$ cat src/rtl/cdo_pkg.sv
// Shared types, constants and calendar helper functions for the date offset block.
package cdo_pkg;

  localparam int COUNT_BITS = 16;
  localparam int YEAR_W     = 14;
  localparam int MONTH_W    = 4;
  localparam int DAY_W      = 5;
  localparam int WDAY_W     = 3;
  localparam int STATUS_W   = 2;

  localparam int YEAR_MAX   = 9999;
  localparam int YEAR_CYCLE = 400;
  localparam int WEEK_DAYS  = 7;

  // forward walks may run past the 14-bit year range before the range check
  localparam int WORK_YEAR_W = $clog2((1 << YEAR_W) + (1 << COUNT_BITS) / 365 + 2);

  // restoring reduction: count mod 7 and year mod 400 share one step counter
  localparam int YEAR_STEP_TOP = 5;
  localparam int RED_TOP = (COUNT_BITS - 3 > YEAR_STEP_TOP) ? COUNT_BITS - 3 : YEAR_STEP_TOP;
  localparam int RED_W   = $clog2(RED_TOP + 1);

  localparam logic OP_FWD = 1'b0;
  localparam logic OP_BWD = 1'b1;

  localparam logic [STATUS_W-1:0] STATUS_OK      = 2'd0;
  localparam logic [STATUS_W-1:0] STATUS_BAD_DAY = 2'd1;
  localparam logic [STATUS_W-1:0] STATUS_RANGE   = 2'd2;

  localparam logic [MONTH_W-1:0] MONTH_JAN = 4'd1;
  localparam logic [MONTH_W-1:0] MONTH_FEB = 4'd2;
  localparam logic [MONTH_W-1:0] MONTH_DEC = 4'd12;

  localparam logic [DAY_W-1:0] MONTH_LEN [12] = '{
    5'd31, 5'd28, 5'd31, 5'd30, 5'd31, 5'd30, 5'd31, 5'd31, 5'd30, 5'd31, 5'd30, 5'd31
  };

  typedef struct packed {
    logic                  operation;
    logic [COUNT_BITS-1:0] day_count;
    logic [YEAR_W-1:0]     in_year;
    logic [MONTH_W-1:0]    in_month;
    logic [DAY_W-1:0]      in_day;
    logic [WDAY_W-1:0]     in_weekday;
  } in_word_t;

  typedef struct packed {
    logic [YEAR_W-1:0]   out_year;
    logic [MONTH_W-1:0]  out_month;
    logic [DAY_W-1:0]    out_day;
    logic [WDAY_W-1:0]   out_weekday;
    logic [STATUS_W-1:0] status;
  } out_word_t;

  typedef enum logic [2:0] {
    S_IDLE,
    S_REDUCE,
    S_CHECK,
    S_WALK,
    S_FINISH
  } state_t;

  typedef struct packed {
    logic load;
    logic reduce;
    logic check;
    logic walk;
    logic finish;
  } dp_cmd_t;

  typedef struct packed {
    logic reduce_last;
    logic bad_day;
    logic walk_done;
    logic out_free;
  } dp_sts_t;

  // rem is the year modulo 400
  function automatic logic is_leap(input logic [YEAR_W-1:0] rem);
    logic leap;
    begin
      leap = (rem[1:0] == 2'b00) && (rem != YEAR_W'(100)) && (rem != YEAR_W'(200)) &&
             (rem != YEAR_W'(300));
      return leap;
    end
  endfunction

  function automatic logic [DAY_W-1:0] month_len(input logic [MONTH_W-1:0] month,
                                                  input logic leap);
    logic [DAY_W-1:0] len;
    begin
      len = '0;
      if (month >= MONTH_JAN && month <= MONTH_DEC) begin
        len = MONTH_LEN[month - MONTH_JAN];
        if (month == MONTH_FEB && leap) begin
          len = len + DAY_W'(1);
        end
      end
      return len;
    end
  endfunction

endpackage

$ cat src/rtl/cdo_ctrl.sv
// Controller state machine sequencing reduce, check, month walk and result write.
module cdo_ctrl (
  input  logic            clk,
  input  logic            rst,
  input  logic            in_valid,
  output logic            in_stall,
  input  cdo_pkg::dp_sts_t sts,
  output cdo_pkg::dp_cmd_t cmd
);
  import cdo_pkg::*;

  state_t state;
  state_t state_next;

  always_ff @(posedge clk) begin
    if (rst) begin
      state <= S_IDLE;
    end else begin
      state <= state_next;
    end
  end

  always_comb begin
    state_next = state;
    cmd        = '0;
    in_stall   = rst || (state != S_IDLE);
    unique case (state)
      S_IDLE: begin
        if (in_valid && !rst) begin
          cmd.load   = 1'b1;
          state_next = S_REDUCE;
        end
      end
      S_REDUCE: begin
        cmd.reduce = 1'b1;
        if (sts.reduce_last) begin
          state_next = S_CHECK;
        end
      end
      S_CHECK: begin
        cmd.check  = 1'b1;
        state_next = sts.bad_day ? S_FINISH : S_WALK;
      end
      S_WALK: begin
        cmd.walk = 1'b1;
        if (sts.walk_done) begin
          state_next = S_FINISH;
        end
      end
      S_FINISH: begin
        if (sts.out_free) begin
          cmd.finish = 1'b1;
          state_next = S_IDLE;
        end
      end
      default: begin
        state_next = S_IDLE;
      end
    endcase
  end

endmodule

$ cat src/rtl/cdo_dpath.sv
// Datapath: mod-7 and mod-400 reduction, month-by-month walk and output register.
module cdo_dpath (
  input  logic              clk,
  input  logic              rst,
  input  cdo_pkg::in_word_t in_data,
  input  cdo_pkg::dp_cmd_t  cmd,
  output cdo_pkg::dp_sts_t  sts,
  input  logic              out_stall,
  output logic              out_valid,
  output cdo_pkg::out_word_t out_data
);
  import cdo_pkg::*;

  in_word_t               in_reg;
  logic [WORK_YEAR_W-1:0] year;
  logic [MONTH_W-1:0]     month;
  logic [DAY_W-1:0]       day;
  logic [COUNT_BITS-1:0]  sub;
  logic [COUNT_BITS-1:0]  crem;
  logic [YEAR_W-1:0]      yrem;
  logic [RED_W-1:0]       k;
  logic                   bad_day;
  logic                   range_err;

  logic                  leap;
  logic [DAY_W-1:0]      ml;
  logic [COUNT_BITS:0]   fwd_sum;
  logic                  fwd_fit;
  logic                  bwd_fit;
  logic                  bwd_floor;
  logic [COUNT_BITS-1:0] seven_sh;
  logic [YEAR_W-1:0]     yr_sh;
  logic [WDAY_W:0]       wf_sum;
  logic [WDAY_W+1:0]     wb_sum;
  logic [WDAY_W-1:0]     wday;
  logic [STATUS_W-1:0]   status;

  assign leap      = is_leap(yrem);
  assign ml        = month_len(month, leap);
  assign fwd_sum   = {1'b0, sub} + (COUNT_BITS+1)'(day);
  assign fwd_fit   = fwd_sum <= (COUNT_BITS+1)'(ml);
  assign bwd_fit   = COUNT_BITS'(day) > sub;
  assign bwd_floor = (month == MONTH_JAN) && (year == '0);
  assign seven_sh  = COUNT_BITS'(WEEK_DAYS) << k;
  assign yr_sh     = YEAR_W'(YEAR_CYCLE) << k;

  assign sts.reduce_last = (k == '0);
  assign sts.bad_day     = (day == '0) || (day > ml);
  assign sts.walk_done   = (sub == '0) ||
                           ((in_reg.operation == OP_FWD) ? fwd_fit : (bwd_fit || bwd_floor));
  assign sts.out_free    = !out_valid || !out_stall;

  // weekday shift, crem holds count mod 7 after the reduction
  always_comb begin
    wf_sum = {1'b0, in_reg.in_weekday} + {1'b0, crem[WDAY_W-1:0]};
    wb_sum = (WDAY_W+2)'(in_reg.in_weekday) + (WDAY_W+2)'(WEEK_DAYS) -
             (WDAY_W+2)'(crem[WDAY_W-1:0]);
    if (in_reg.operation == OP_FWD) begin
      wday = (wf_sum >= (WDAY_W+1)'(WEEK_DAYS)) ?
             WDAY_W'(wf_sum - (WDAY_W+1)'(WEEK_DAYS)) : WDAY_W'(wf_sum);
    end else begin
      priority if (wb_sum >= (WDAY_W+2)'(2 * WEEK_DAYS)) begin
        wday = WDAY_W'(wb_sum - (WDAY_W+2)'(2 * WEEK_DAYS));
      end else if (wb_sum >= (WDAY_W+2)'(WEEK_DAYS)) begin
        wday = WDAY_W'(wb_sum - (WDAY_W+2)'(WEEK_DAYS));
      end else begin
        wday = WDAY_W'(wb_sum);
      end
    end
    priority if (bad_day) begin
      status = STATUS_BAD_DAY;
    end else if (range_err || (year > WORK_YEAR_W'(YEAR_MAX))) begin
      status = STATUS_RANGE;
    end else begin
      status = STATUS_OK;
    end
  end

  always_ff @(posedge clk) begin
    if (cmd.load) begin
      in_reg    <= in_data;
      year      <= WORK_YEAR_W'(in_data.in_year);
      month     <= in_data.in_month;
      day       <= in_data.in_day;
      sub       <= in_data.day_count;
      crem      <= in_data.day_count;
      yrem      <= in_data.in_year;
      k         <= RED_W'(RED_TOP);
      bad_day   <= 1'b0;
      range_err <= 1'b0;
    end
    if (cmd.reduce) begin
      k <= k - RED_W'(1);
      if (crem >= seven_sh) begin
        crem <= crem - seven_sh;
      end
      if ((k <= RED_W'(YEAR_STEP_TOP)) && (yrem >= yr_sh)) begin
        yrem <= yrem - yr_sh;
      end
    end
    if (cmd.check) begin
      bad_day <= sts.bad_day;
    end
    if (cmd.walk && (sub != '0)) begin
      if (in_reg.operation == OP_FWD) begin
        if (fwd_fit) begin
          day <= fwd_sum[DAY_W-1:0];
        end else begin
          sub <= sub - COUNT_BITS'(ml - day + DAY_W'(1));
          day <= DAY_W'(1);
          if (month == MONTH_DEC) begin
            month <= MONTH_JAN;
            year  <= year + WORK_YEAR_W'(1);
            yrem  <= (yrem == YEAR_W'(YEAR_CYCLE - 1)) ? '0 : yrem + YEAR_W'(1);
          end else begin
            month <= month + MONTH_W'(1);
          end
        end
      end else begin
        priority if (bwd_fit) begin
          day <= day - sub[DAY_W-1:0];
        end else if (bwd_floor) begin
          range_err <= 1'b1;
        end else begin
          sub <= sub - COUNT_BITS'(day);
          if (month == MONTH_JAN) begin
            month <= MONTH_DEC;
            year  <= year - WORK_YEAR_W'(1);
            yrem  <= (yrem == '0) ? YEAR_W'(YEAR_CYCLE - 1) : yrem - YEAR_W'(1);
            day   <= month_len(MONTH_DEC, 1'b0);
          end else begin
            month <= month - MONTH_W'(1);
            day   <= month_len(month - MONTH_W'(1), leap);
          end
        end
      end
    end
    if (cmd.finish) begin
      out_data.status <= status;
      if (status != STATUS_OK) begin
        out_data.out_year    <= in_reg.in_year;
        out_data.out_month   <= in_reg.in_month;
        out_data.out_day     <= in_reg.in_day;
        out_data.out_weekday <= in_reg.in_weekday;
      end else begin
        out_data.out_year    <= year[YEAR_W-1:0];
        out_data.out_month   <= month;
        out_data.out_day     <= day;
        out_data.out_weekday <= wday;
      end
    end
  end

  always_ff @(posedge clk) begin
    if (rst) begin
      out_valid <= 1'b0;
    end else if (cmd.finish) begin
      out_valid <= 1'b1;
    end else if (!out_stall) begin
      out_valid <= 1'b0;
    end
  end

endmodule

$ cat src/rtl/calendar_date_day_offset_top.sv
// Steps: mod-7 and mod-400 reduction (S_REDUCE), the day check (S_CHECK), the month walk
// (S_WALK, skipped for a bad day) and the result write (S_FINISH) once the output is free.
// One word at a time: no new word is taken before the result write, but a new word is taken
// while the previous result still sits in the output register.
// Reset: synchronous; clears the controller state and the output valid, no data.
// Top level of the Gregorian date offset block.
module calendar_date_day_offset_top (
  input  logic               clk,
  input  logic               rst,
  input  logic               in_valid,
  output logic               in_stall,
  input  cdo_pkg::in_word_t  in_data,
  output logic               out_valid,
  input  logic               out_stall,
  output cdo_pkg::out_word_t out_data
);
  import cdo_pkg::*;

  dp_cmd_t cmd;
  dp_sts_t sts;

  cdo_ctrl u_ctrl (
    .clk      (clk),
    .rst      (rst),
    .in_valid (in_valid),
    .in_stall (in_stall),
    .sts      (sts),
    .cmd      (cmd)
  );

  cdo_dpath u_dpath (
    .clk       (clk),
    .rst       (rst),
    .in_data   (in_data),
    .cmd       (cmd),
    .sts       (sts),
    .out_stall (out_stall),
    .out_valid (out_valid),
    .out_data  (out_data)
  );

endmodule

$ cat config.mk
export PLATFORM = sky130hd
export DESIGN_NAME = calendar_date_day_offset_top
export DESIGN_NICKNAME = d
export VERILOG_FILES = /design/src/rtl/cdo_pkg.sv /design/src/rtl/cdo_ctrl.sv /design/src/rtl/cdo_dpath.sv /design/src/rtl/calendar_date_day_offset_top.sv
export SDC_FILE = /design/constraint.sdc
export NUM_CORES = 1
export LEC_CHECK = 0
export BUFFER_PORTS_ARGS = -buffer_cell sky130_fd_sc_hd__buf_2
export CORE_AREA = 8 8 184 116
export CTS_CLUSTER_SIZE = 24
export DETAILED_ROUTE_END_ITERATION = 8
export DIE_AREA = 0 0 192 124
export PLACE_DENSITY_LB_ADDON = 0.1
export SYNTH_ARGS = -nofsm -noshare
export SYNTH_HDL_FRONTEND = slang
export SYNTH_SLANG_ARGS = --single-unit
$ cat constraint.sdc
create_clock -name clk -period 7.37 [get_ports clk]
set_input_delay 1.1055 -clock clk [delete_from_list [all_inputs] [get_ports clk]]
set_output_delay 1.1055 -clock clk [all_outputs]
set_load 0.02 [all_outputs]
Word-level counts from Yosys, hierarchy flattened
Memories as Yosys holds them, arrays and structs flattened.
Index checks and enable logic that the tools add are counted.
Widths: inputs -> output; s select.
{"block": "op_classes", "magnitude_cmp": 16, "n_addsub": 24, "mux": 84, "n_bitwise": 2, "n_shift": 2, "n_eq_ne": 17, "n_reduce_logical": 33}
{"op": "$mux 14", "count": 12}
{"op": "$mux 16", "count": 9}
{"op": "$mux 15", "count": 8}
{"op": "$mux 5", "count": 15}
{"op": "$mux 4", "count": 10}
{"op": "$sub 16x16->16", "count": 2}
{"op": "$mux 3", "count": 9}
{"op": "$mux 26", "count": 1}
{"op": "$add 16x5->17", "count": 1}
{"op": "$le 17x5->1", "count": 1}
{"op": "$mux 1", "count": 17}
{"op": "$add 16x1->16 const B", "count": 1}
{"op": "$ge 16x16->1", "count": 1}
{"op": "$gt 5x16->1", "count": 1}
{"op": "$logic_not 16->1", "count": 1}
{"op": "$reduce_bool 16->1", "count": 1}
{"op": "$shl 3x4->16 const A", "count": 1}
{"op": "$sub 16x5->16", "count": 1}
{"op": "$add 15x1->15 const B", "count": 1}
{"op": "$gt 15x14->1 const B", "count": 1}
{"op": "$logic_not 15->1", "count": 1}
{"op": "$pmux 3 s5", "count": 1}
{"op": "$sub 15x1->15 const B", "count": 1}
{"op": "$add 14x1->14 const B", "count": 1}
{"op": "other kinds (46)", "count": 80}
{"block": "word_totals", "rom_bits": 160, "output_inout_bits": 30, "register_bits": 135, "memories": 2, "word_cells": 201}
{"name": "(no name shown)", "depth": 16, "word_bits": 5, "read_ports": 1, "rd_ports_with_merged_regs": 0, "write_ports": 0, "line_no": "cdo_pkg.sv:94", "rtl": "len = MONTH_LEN[month - MONTH_JAN];"}
{"name": "(no name shown)", "depth": 16, "word_bits": 5, "read_ports": 1, "rd_ports_with_merged_regs": 0, "write_ports": 0, "line_no": "cdo_pkg.sv:94"}

Logic depth before layout (Yosys ltp)
{"block": "logic_depth", "depth_word": 14, "mapped_depth": 26, "depth_no_buf": 25}

Modules after synthesis
A second synthesis with hierarchy kept.
{"block": "hier_totals", "hier_cells": 1371, "area_unflattened_um2": 11700.0}
{"mod": "cdo_dpath", "instances": 1, "cells_each": 1346, "area_per_inst_um2": 11474.8}
{"mod": "cdo_ctrl", "instances": 1, "cells_each": 25, "area_per_inst_um2": 225.2}

Least setup slack after synthesis
OpenSTA, ideal clock, no wires.
{"block": "synth_timing", "path_type": "register to register", "startpoint": "reg u_dpath.month[2]", "endpoint": "reg u_dpath.sub[14]", "synth_period_minus_slack_ns": 5.416, "stages_incl_launch_ff": 25, "arrival_time_ns": 5.294, "n_path_buf": 1, "path_slack_ns": 1.954, "required_ns": 7.248, "path_cell_list": "dfxtp_1 -> clkbuf_1 -> inv_1 -> ha_1 -> a21boi_0 -> xnor2_1 -> o21ai_0 -> a21oi_1 -> ha_1 -> inv_1 -> o21ai_0 -> inv_1 -> ha_1 -> and2_1 -> a221o_1 -> ha_1 -> a21oi_1 -> nand2_1 -> o21ai_0 -> o21ai_0 -> nor3_1 -> o21bai_1 -> a21oi_1 -> xnor2_1 -> a311o_1"}
{"block": "synth_between", "elab_chain_len": 14, "elab_cells_between_ends": 24, "classes_between": "add/sub (5); order compare (3); eq/ne (2); mux (9); bitwise (1); reduce/logical (3); memory (1)"}
{"item": "start: declaration", "line_no": "cdo_dpath.sv:16", "rtl": "logic [MONTH_W-1:0] month;"}
{"item": "start signal: assignment", "line_no": "cdo_dpath.sv:83", "rtl": "month <= in_data.in_month;"}
{"item": "start signal: assignment", "line_no": "cdo_dpath.sv:116", "rtl": "month <= month + MONTH_W'(1);"}
{"item": "start signal: assignment", "line_no": "cdo_dpath.sv:132", "rtl": "month <= month - MONTH_W'(1);"}
{"item": "$sub 4x1->4", "line_no": "cdo_pkg.sv:94"}
{"item": "$not 4->5 (implied by the code)", "line_no": "cdo_pkg.sv:94"}
{"item": "$mem_v2 16x5"}
{"item": "$mux 5 (implied by the code) (2 in a row)", "line_no": "cdo_pkg.sv:94"}
{"item": "$add 5x1->5", "line_no": "cdo_pkg.sv:96", "rtl": "len = len + DAY_W'(1);"}
{"item": "$mux 5", "line_no": "cdo_pkg.sv:95", "rtl": "if (month == MONTH_FEB && leap) begin"}
{"item": "$mux 5", "line_no": "cdo_pkg.sv:93", "rtl": "if (month >= MONTH_JAN && month <= MONTH_DEC) begin"}
{"item": "$sub 5x5->6", "line_no": "cdo_dpath.sv:109", "rtl": "sub <= sub - COUNT_BITS'(ml - day + DAY_W'(1));"}
{"item": "$add 16x1->16", "line_no": "cdo_dpath.sv:109"}
{"item": "$sub 16x16->16", "line_no": "cdo_dpath.sv:109"}
{"item": "$mux 16", "line_no": "cdo_dpath.sv:106", "rtl": "if (fwd_fit) begin"}
{"item": "$mux 16 (*)", "line_no": "cdo_dpath.sv:105", "rtl": "if (in_reg.operation == OP_FWD) begin"}
{"item": "$mux 16 (*)", "line_no": "cdo_dpath.sv:104", "rtl": "if (cmd.walk && (sub != '0)) begin"}
{"item": "end signal: assignment", "line_no": "cdo_dpath.sv:85", "rtl": "sub <= in_data.day_count;"}
{"item": "end signal: assignment", "line_no": "cdo_dpath.sv:109"}
{"item": "end signal: assignment", "line_no": "cdo_dpath.sv:125", "rtl": "sub <= sub - COUNT_BITS'(day);"}
{"item": "end: declaration", "line_no": "cdo_dpath.sv:18", "rtl": "logic [COUNT_BITS-1:0] sub;"}
Mark *: on every way between the ends. The rest lies on a longest branch, timed or not. The select of a mux whose other input is x is not followed.
A chain may end at the register's enable or synchronous reset.

Worst setup path in the final report
{"block": "layout_timing", "startpoint": "reg u_dpath.month[1]", "endpoint": "reg u_dpath.sub[14]"}
The elaborated chain is that of the path after synthesis.

==> out/results.ini <==
[detailed_routing]
via_per_inst=6.463
m1WireLength_mm=14.96
drc_errors=0
wl_met3_mm=4.039
wl_per_cell_um=20.15
first_iter_violations=1298
top_layer=met5
routed-wl-met2_mm=14.14
wirelength_mm=33.96
firstDrtPassIters=6
num_vias=10890
postRouteAntennaNets=0

[cts]
cts_sinks=135
root_buffer=clkbuf_16
cts_resized=0
cts_made_buffers=17
cts_hold_buffers=0
worstSkewPairLatency_ns=0.44
path_clk_slew_ns=0.06
post_cts_buffers=0
cts_tree=built
clk_path_buf_depth=2
cts_max_level=4

[grt]
grtUsageTotal_pct=28.52
grt_pass1_wl_mm=53.68
first_global_vias=10060
grt_overflow_total=0
antenna_found_initial=1
grt_max_degree=52

[place]
place_congestion=0.9409
dp_hpwl_mm=24.84
portBuffers=76

[cells_and_area]
final_layout_size_suffix_gt1_share_pct=12.02
largest_reg_flops=28
diodes=0
nNetsFinal=1585
areaGrowthSynthToFinish_pct=9.188

[timing]
fin_tns_setup_ns=0
worst_clock_skew_ns=0.01230
period_share_pct=88.02
fin_hold_ws_ns=0.4785
rsz0062_at_grt=no
hold_viol=0
setup_violations=0
period_minus_slack_ns=6.487
relSlewSlack_pct=28.54
drv_slew=0
fmax_mhz=154.2
worst_pin_slew_ns=1.072

[yosys]
synth.avg_cell_area_um2=8.261
synthCells=1393
yosysWarnings=0
synth_area_um2=11510
ys.flop_type=dfxtp_1
postSynth.asyncResetShare_pct=0
ys_seq_area_share_pct=28.71
synthesis.nets=1552
synth.distinct_cells=82
ys_ff_latch=135
synth_edf_count=60

[setup_path]
cp.arrival_ns=6.82
path_class=flop to flop
worstPathRequired_ns=7.70
cp_max_fo=14
startpoint_type=flop
end_kind=flop

[power]
p_total_mw=7.023
leakagePower_nw=5.186
peakVddDrop_v=0.0006873
cellPowerDensity_nw_per_um2=559.0

[floorplanning]
initial_core_util_pct=61.73
core_um2=18640
num_rows=39
die_width_um=192
io_pins=77
die_h_um=124
die_area_um2=23810

[min_path]
hold_path.class=flop to flop

[status]
status=finished, final reports clean

[run]
max_cap_viol_count=0

==> worst max-delay path, stage by stage (launching register included) <==
cell and delay (ns):
dfxtp_1 0.46, inv_1 0.18, ha_1 0.23, a21boi_0 0.13, xnor2_1 0.58, o21ai_0 0.20
a21oi_1 0.29, ha_1 0.19, inv_1 0.03, o21ai_0 0.48, inv_1 0.23, ha_1 0.39
and2_1 0.20, a221o_1 0.57, ha_1 0.42, a21oi_1 0.18, nand2_1 0.07, o21ai_0 0.34
o21ai_0 0.25, nor3_1 0.23, o21bai_1 0.11, a21oi_1 0.18, xnor2_1 0.08, a311o_1 0.34
==> layout by cell type, fill, tap and decap left out, drive strengths merged, types with 17 or more instances in the layout <==
cell    instances
inv            69
ha            104
nand2b         17
clkbuf         21
a31oi          19
and2           18
a21oi         109
dfxtp          75
buf            90
edfxtp         60
nor2          118
or3            20
xnor2          59
xor2           31
o21ai          62
nand3          43
nor3           47
a21o           22
nor2b          17
mux2i          22
mux2           30
nand2         154
==> cells by family (layout without fill, tap and decap cells) <==
logic type               after synthesis  in the layout  synth area share (%)
buffers and inverters                143            189                 4.882
AO/OA/AOI/OAI                        376            376                 21.96
XOR/XNOR                              91             91                 7.057
flip-flops                           135            135                 28.71
AND/OR/NAND/NOR                      484            484                 19.84
multiplexers                          52             52                 4.849
adder cells (fa/ha/maj)              112            112                 12.70
==> worst paths after layout <==
check               startpoint  depth (start not counted)  slack, ns                 to
min reg2reg  u_dpath.range_err                          2       0.48  u_dpath.range_err
min          u_dpath.range_err                          2       0.48  u_dpath.range_err
max           u_dpath.month[1]                         23       0.88    u_dpath.sub[14]
max reg2reg   u_dpath.month[1]                         23       0.88    u_dpath.sub[14]
==> metal layers <==
layer / vias up / GRT usage [%]
met3: 74 / 8.305
met5: - / 0
met1: 5056 / 39.56
met2: 632 / 41.82
li1: 5126 / -
met4: 2 / 10.03
==> cells in the mapped netlist, types with 19 or more instances <==
cell type    n  area share, %
nor2_1     118            3.8
nor3_1      46            2.0
ha_1       104             11
nand2_1    154            5.0
a31oi_1     19            1.0
edfxtp_1    60             16
xor2_1      31            2.4
or3_1       20            1.1
xnor2_1     59            4.5
o21ai_0     48            2.1
a21o_1      22            1.4
mux2_2      30            2.9
a21oi_1    108            4.7
inv_1       66            2.2
mux2i_1     22            1.9
nand3_1     42            1.8
dfxtp_1     75             13
clkbuf_1    62            2.0
==> power breakdown <==
part	internal, mW	total, mW	switching, mW
clock network	0.464	0.811	0.347
logic	2.07	4.76	2.69
registers	1.03	1.46	0.424
total	3.56	7.02	3.46
==> cell type report <==
cell class                      instances  area (µm²)
Clock inverter                         11       101.3
Inverter                               67       251.5
Fill cell                            1588        6076
Tap cell                              246       307.8
Clock buffer                           21       440.4
Timing Repair Buffer                   90       485.5
Sequential cell                       135        3303
Multi-Input combinational cell       1115        7675
==> metrics by stage <==
stage                     instances  util (%)  setup WS (ns)  instance area (µm²)
after floorplan                1393         -          1.954                11510
after global placement         1653     64.50          1.290                12020
after detailed placement       1653     64.50          1.058                12020
after CTS                      1685     67.41         0.9697                12560
after global routing           1685     67.41         0.1341                12560
final                          1685     67.41         0.8828                12560
No activity file was read; power rests on OpenSTA's default activity.
